[config.mk]
export PLATFORM = sky130hd
export DESIGN_NAME = top_k_tracker
export DESIGN_NICKNAME = d
export VERILOG_FILES = /design/src/rtl/core/tkt_pkg.sv /design/src/rtl/core/top_k_tracker.sv /design/src/rtl/core/tkt_cell.sv
export SDC_FILE = /design/constraint.sdc
export NUM_CORES = 2
export LEC_CHECK = 0
export BUFFER_PORTS_ARGS = -buffer_cell sky130_fd_sc_hd__buf_2
export CAP_MARGIN = 15
export CORE_MARGIN = 4
export CORE_UTILIZATION = 45
export CTS_CLUSTER_SIZE = 30
export DETAILED_ROUTE_END_ITERATION = 16
export PLACE_DENSITY = 0.58
export RECOVER_POWER = 25
export SYNTH_ARGS = -nofsm -noshare
export SYNTH_HDL_FRONTEND = slang
export SYNTH_SLANG_ARGS = --single-unit
[constraint.sdc]
create_clock -name clk -period 18.9 [get_ports clk]
set_clock_uncertainty 0.1 [all_clocks]
set_input_delay 4.725 -clock clk [delete_from_list [all_inputs] [get_ports clk]]
set_output_delay 4.725 -clock clk [all_outputs]
set_load 0.02 [all_outputs]
[src/rtl/core/tkt_pkg.sv]
// shared types and sizing constants for the top-k tracker
// used by tkt_cell and top_k_tracker; no dependencies
package tkt_pkg;

  localparam int ENTRIES = 8;
  localparam int KEY_W   = 48;
  localparam int TAG_W   = 16;
  localparam int IDX_W   = (ENTRIES > 1) ? $clog2(ENTRIES) : 1;
  localparam int CNT_W   = $clog2(ENTRIES + 1);
  localparam int RD_W    = (CNT_W > 3) ? CNT_W : 3;

  localparam logic FUNC_OFFER = 1'b0;
  localparam logic FUNC_READ  = 1'b1;

  // values broadcast to every cell for the item being handled
  typedef struct packed {
    logic             upd;
    logic             full;
    logic [KEY_W-1:0] key;
    logic [TAG_W-1:0] tag;
    logic [KEY_W-1:0] min_key;
  } bcast_t;

  // per-slot occupancy, derived from the fill count
  typedef struct packed {
    logic occupied;
    logic in_fill;
  } slot_t;

  // what one cell hands to the next one down the chain
  typedef struct packed {
    logic             cut;
    logic             eqmin;
    logic [KEY_W-1:0] key;
    logic [TAG_W-1:0] tag;
  } link_t;

endpackage

[src/rtl/core/top_k_tracker.sv]
// top level of the top-k tracker: fill count, chain of rank cells, result register
// depends on tkt_pkg and tkt_cell
//
// Keeps the largest keys seen, each with a tag, sorted by descending key with
// equal keys in arrival order. Request channel (req_valid/req_ready) carries
// func, item_key, item_tag and read_index; func offer places the key if the
// list has room or the key beats the smallest held key (the oldest entry tied
// at the minimum is dropped), func read returns the entry at read_index.
// Response channel (rsp_valid/rsp_ready) carries one result item per request.
// Every cell compares its key with the offer in parallel and the cells shift
// together when the item is placed, and the result appears in the response
// register the cycle after acceptance. One item per cycle is sustained while
// the receiver keeps taking results; when rsp_ready is low the result holds
// and req_ready drops until it is taken. Synchronous reset empties the list
// (fill count zero); no clearing pass is needed.
module top_k_tracker (
  input  logic                      clk,
  input  logic                      rst,
  input  logic                      req_valid,
  output logic                      req_ready,
  input  logic                      func,
  input  logic [tkt_pkg::KEY_W-1:0] item_key,
  input  logic [tkt_pkg::TAG_W-1:0] item_tag,
  input  logic [2:0]                read_index,
  output logic                      rsp_valid,
  input  logic                      rsp_ready,
  output logic                      accepted,
  output logic [2:0]                placed_rank,
  output logic [3:0]                fill_level,
  output logic                      entry_present,
  output logic [tkt_pkg::KEY_W-1:0] entry_key,
  output logic [tkt_pkg::TAG_W-1:0] entry_tag
);

  logic [tkt_pkg::CNT_W-1:0] count;
  logic [tkt_pkg::CNT_W-1:0] count_next;

  tkt_pkg::bcast_t bc;
  tkt_pkg::slot_t  slot  [tkt_pkg::ENTRIES];
  tkt_pkg::link_t  link  [tkt_pkg::ENTRIES];
  tkt_pkg::link_t  prev  [tkt_pkg::ENTRIES];
  logic [tkt_pkg::ENTRIES-1:0] first;
  logic [tkt_pkg::ENTRIES-1:0] rd_sel;

  logic                      take;
  logic                      full;
  logic                      place;
  logic [tkt_pkg::IDX_W-1:0] pos;
  logic                      present;
  logic [tkt_pkg::KEY_W-1:0] rd_key;
  logic [tkt_pkg::TAG_W-1:0] rd_tag;

  assign req_ready = !rsp_valid || rsp_ready;
  assign take      = req_valid && req_ready;
  assign full      = (count == tkt_pkg::CNT_W'(tkt_pkg::ENTRIES));
  // the last rank holds the minimum once the list is full
  assign place     = (func == tkt_pkg::FUNC_OFFER) &&
                     (!full || (item_key > link[tkt_pkg::ENTRIES-1].key));

  assign bc.upd     = take && place;
  assign bc.full    = full;
  assign bc.key     = item_key;
  assign bc.tag     = item_tag;
  assign bc.min_key = link[tkt_pkg::ENTRIES-1].key;

  for (genvar i = 0; i < tkt_pkg::ENTRIES; i++) begin : g_cell
    assign slot[i].occupied = (tkt_pkg::CNT_W'(i) < count);
    assign slot[i].in_fill  = (tkt_pkg::CNT_W'(i) <= count);
    assign rd_sel[i]        = (tkt_pkg::RD_W'(read_index) == tkt_pkg::RD_W'(i));

    if (i == 0) begin : g_head
      assign prev[i] = '0;
    end else begin : g_link
      assign prev[i] = link[i-1];
    end

    tkt_cell u_cell (
      .clk   (clk),
      .bc    (bc),
      .slot  (slot[i]),
      .prev  (prev[i]),
      .link  (link[i]),
      .first (first[i])
    );
  end

  // encode the insertion point and select the read entry
  always_comb begin
    pos    = '0;
    rd_key = '0;
    rd_tag = '0;
    for (int i = 0; i < tkt_pkg::ENTRIES; i++) begin
      if (first[i]) begin
        pos = pos | tkt_pkg::IDX_W'(i);
      end
      if (rd_sel[i]) begin
        rd_key = rd_key | link[i].key;
        rd_tag = rd_tag | link[i].tag;
      end
    end
  end

  assign present = (func == tkt_pkg::FUNC_READ) &&
                   (tkt_pkg::RD_W'(read_index) < tkt_pkg::RD_W'(count));

  always_comb begin
    count_next = count;
    if (take && place && !full) begin
      count_next = count + tkt_pkg::CNT_W'(1);
    end
  end

  always_ff @(posedge clk) begin
    if (rst) begin
      count     <= '0;
      rsp_valid <= 1'b0;
    end else begin
      count <= count_next;
      if (take) begin
        rsp_valid <= 1'b1;
      end else if (rsp_ready) begin
        rsp_valid <= 1'b0;
      end
    end
  end

  always_ff @(posedge clk) begin
    if (take) begin
      accepted      <= place;
      placed_rank   <= place ? 3'(pos) : 3'd0;
      fill_level    <= 4'(count_next);
      entry_present <= present;
      entry_key     <= present ? rd_key : '0;
      entry_tag     <= present ? rd_tag : '0;
    end
  end

  a_count_bound: assert property (@(posedge clk) disable iff (rst)
    count <= tkt_pkg::CNT_W'(tkt_pkg::ENTRIES))
    else $error("fill count beyond capacity");

  a_count_grow: assert property (@(posedge clk) disable iff (rst)
    (take && place && !full) |=> (count == $past(count) + tkt_pkg::CNT_W'(1)))
    else $error("placed item did not grow the fill count");

  a_read_keeps: assert property (@(posedge clk) disable iff (rst)
    (take && func == tkt_pkg::FUNC_READ) |=> $stable(count))
    else $error("read item changed the fill count");

  a_one_first: assert property (@(posedge clk) disable iff (rst)
    (take && place) |-> $onehot(first))
    else $error("placed item has no single insertion point");

endmodule

[src/rtl/core/tkt_cell.sv]
// one rank slot of the top-k tracker: holds a key and tag, compares against the offer
// and either keeps its entry, takes the new item or takes its upper neighbor's entry
// depends on tkt_pkg
module tkt_cell (
  input  logic           clk,
  input  tkt_pkg::bcast_t bc,
  input  tkt_pkg::slot_t  slot,
  input  tkt_pkg::link_t  prev,
  output tkt_pkg::link_t  link,
  output logic            first
);

  logic [tkt_pkg::KEY_W-1:0] key;
  logic [tkt_pkg::TAG_W-1:0] tag;
  logic                      cut;
  logic                      eqmin;
  logic                      region;

  // cut marks the suffix of ranks holding a smaller key (or empty)
  assign cut    = !slot.occupied || (key < bc.key);
  assign eqmin  = slot.occupied && (key == bc.min_key);
  // ranks that may shift: up to the fill when not full, up to the first minimum tie when full
  assign region = bc.full ? !prev.eqmin : slot.in_fill;
  assign first  = cut && !prev.cut;

  always_ff @(posedge clk) begin
    if (bc.upd) begin
      if (first) begin
        key <= bc.key;
        tag <= bc.tag;
      end else if (cut && region) begin
        key <= prev.key;
        tag <= prev.tag;
      end
    end
  end

  assign link.cut   = cut;
  assign link.eqmin = eqmin;
  assign link.key   = key;
  assign link.tag   = tag;

endmodule
==> impl_metrics.toml <==
[outcome]
status = "complete, but fails checks"
violations = "capacitance limit, slew limit"

[synth]
yosys_warnings = 0
synth_xor_area_frac = 0.0759
syn_inst = 3187
syn-num-nets = 3640
synthFlopType = "edfxtp_1"
synth_edf_count = 585
synth_cell_types = 62
synth-compound-area-share = 0.134
synthMuxAreaShare = 0.121
synthArstFlopShare = 0
syn_area_sq_um = 39000
synth_top_family_by_area = "compound AO/OA/AOI/OAI gates"
synth_fa_ha_area_frac = 0.122
ys_ff_latch = 590
seq_area_frac_synth = 0.453
synth.avg_cell_area_sq_um = 12.2
synth-simple-area-share = 0.0670

[sta]
max_freq_mhz = 93.1
finalSetupViolCount = 0
report.final.slew_viol_count = 289
rsz0062_at_grt = "false"
slew_headroom = -1.59
hold_slack_ns = 0.422
period_needed_ns = 10.74
fin_tns_setup_ns = 0
hold_viol_final = 0
tightest_slew_ns = 3.88
period_share = 0.568

[pwr]
p_leak_uw = 0.0155
power_density_nw_per_um2 = 73.2
peakVddDrop_mv = 0.0633

[critical_path]
worstSetupPathType = "in2reg"
arrival_ns = 10.92
critPathMaxFanout = 41
start_kind = "input port"
cp-end-kind = "register"
cp_data_required_time_ns = 19.08

[floorplanning]
rows = 107
die_area_sq_um = 91500
die_x_microns = 302
io_pins = 147
core_sq_um = 85500
start_util = 0.456
die_h_microns = 302

[global_route]
grt_pass1_vias = 29500
grt_max_degree = 51
grt.total_usage = 0.375
grt-ovfl-total = 0
antenna_found_initial = 10
grt_pass1_wl_mm = 240

[placed_design]
placed_cells = 4342
hpwlAfterDp_mm = 125
port_buffers = 146
place_congestion = 1.09
dpl-instance-area_sq_um = 40900

[job]
cap_violations = 9

[finish]
stdcell_area_sq_um = 43000
finalNonFillerCells = 4471
final_nets = 3722
drive_gt1_frac = 0.190
area_growth_pct = 10.1
final_core_util = 0.502
n_fill_cell = 7574

[route]
wl_met2_mm = 75.5
via_per_inst = 6.87
maxUsedRoutingLayer = "met5"
via_count = 30700
drt-met1-wl_mm = 71.2
wire_per_inst_microns = 39.0
wl_met3_mm = 19.1
drtIter0Drc = 4171
ant_nets = 0
routed_wl_mm = 175
first_pass_iters = 6
remaining_drc_errors = 0

[clocking]
insertion_delay_ns = 0.66
tritoncts = "done"
cts_buffers = 69
clk_path_buf_depth = 3
hold_buffers = 0
cts_resized = 0
path_clk_slew_ns = 0.06
cts_setup_buffers = 0
cts_htree_levels = 3
clk_root_buffer_cell = "clkbuf_16"
clock_sinks = 590

[min_path]
hp-class = "reg2reg"
-- routing by layer --
layer | GRT usage | vias to the layer above
met4 | 0.146 | 10
li1 | - | 12700
met1 | 0.518 | 15600
met2 | 0.568 | 1955
met3 | 0.0933 | 396
met5 | 0 | -
-- critical path, stage by stage --
cell	delay, ns
clkbuf_1	0.24
inv_1	0.27
ha_1	0.40
a21oi_1	0.19
o21ai_0	0.12
a2111oi_0	0.82
o22ai_1	0.42
a31oi_1	0.41
o41a_1	1.75
and2_4	0.72
buf_4	0.69
-- flip-flops by register name (all words and copies together), names as in the netlist --
register           cells
placed_rank            3
entry_tag             16
g_cell.u_cell.tag    128
g_cell.u_cell.key    384
entry_present          1
rsp_valid              1
accepted               1
count                  4
entry_key             48
fill_level             4
-- cells in the final DEF (no fill, tap or decap), drive strengths merged, types with 79 or more instances in the layout --
cell / n
edfxtp: 585
mux2: 402
ha: 381
xor2: 180
clkbuf: 171
o21ai: 163
xnor2: 158
a22oi: 129
a21oi: 114
buf: 106
nand4: 103
a221oi: 79
-- cells in the mapped netlist, types with 6 or more instances --
master	instances	share of area
a2111oi_0	9	0.0020
a211oi_1	17	0.0033
a21o_1	61	0.012
a21oi_1	114	0.015
a221oi_1	79	0.018
a22o_1	65	0.015
a22oi_1	129	0.025
a31oi_1	71	0.011
and2_1	67	0.011
and3_1	8	0.0013
and4_1	13	0.0029
buf_1	8	0.00077
buf_2	23	0.0029
buf_4	6	0.0012
buf_6	16	0.0046
clkbuf_1	128	0.012
edfxtp_1	585	0.45
ha_1	381	0.12
inv_1	61	0.0059
mux2_1	7	0.0020
mux2_2	346	0.10
mux2_4	49	0.019
nand2_1	69	0.0066
nand2b_1	11	0.0018
nand3_1	32	0.0041
nand4_1	103	0.017
nor2_1	49	0.0047
nor2b_1	10	0.0016
nor3_1	23	0.0029
nor4_1	64	0.010
o211ai_1	13	0.0025
o21a_1	12	0.0023
o21ai_0	158	0.020
or2_2	7	0.0011
xnor2_1	158	0.035
xor2_1	180	0.040
-- power breakdown --
part,internal (uW),switching [uW]
Clock,749,599
Combinational,106,209
Sequential,1460,25.3
-- path summary, 6_finish.rpt --
check	startpoint	end	slack, ns	cells after the start
hold reg to reg	rsp_valid	rsp_valid	0.42	2
setup reg to reg	g_cell[0].u_cell.key[11]	g_cell[0].u_cell.key[20]	12.24	9
setup / recovery	item_key[11]	g_cell[0].u_cell.key[20]	8.16	11
hold / removal	rsp_valid	rsp_valid	0.42	2
-- cell type report --
type | count | area [sq um] | area share
tap | 1144 | 1430 | 0.0333
inverter | 61 | 230 | 0.00536
clock buffer | 85 | 1810 | 0.0421
sequential | 590 | 17700 | 0.411
antenna | 3 | 7.51 | 0.000175
multi-input combinational | 2355 | 20400 | 0.476
clock inverter | 41 | 433 | 0.0101
timing repair buffer | 192 | 948 | 0.0221
-- cell families (layout without fill, tap and decap cells) --
family                   count (synthesis)  after routing
adder cells (fa/ha/maj)                381            381
XOR/XNOR                               338            338
other                                    0              3
AND/OR/NAND/NOR                        468            468
AO/OA/AOI/OAI                          766            766
buffers and inverters                  242            379
flip-flops                             590            590
multiplexers                           402            402
-- stage by stage --
stage	total power (uW)	setup WS, ns
floorplan	1680	6.99
global placement	1810	8.34
detailed placement	1820	8.44
CTS	3150	8.94
global route	3240	8.01
finish	3150	8.16
Power figures use the tool's default switching activity.
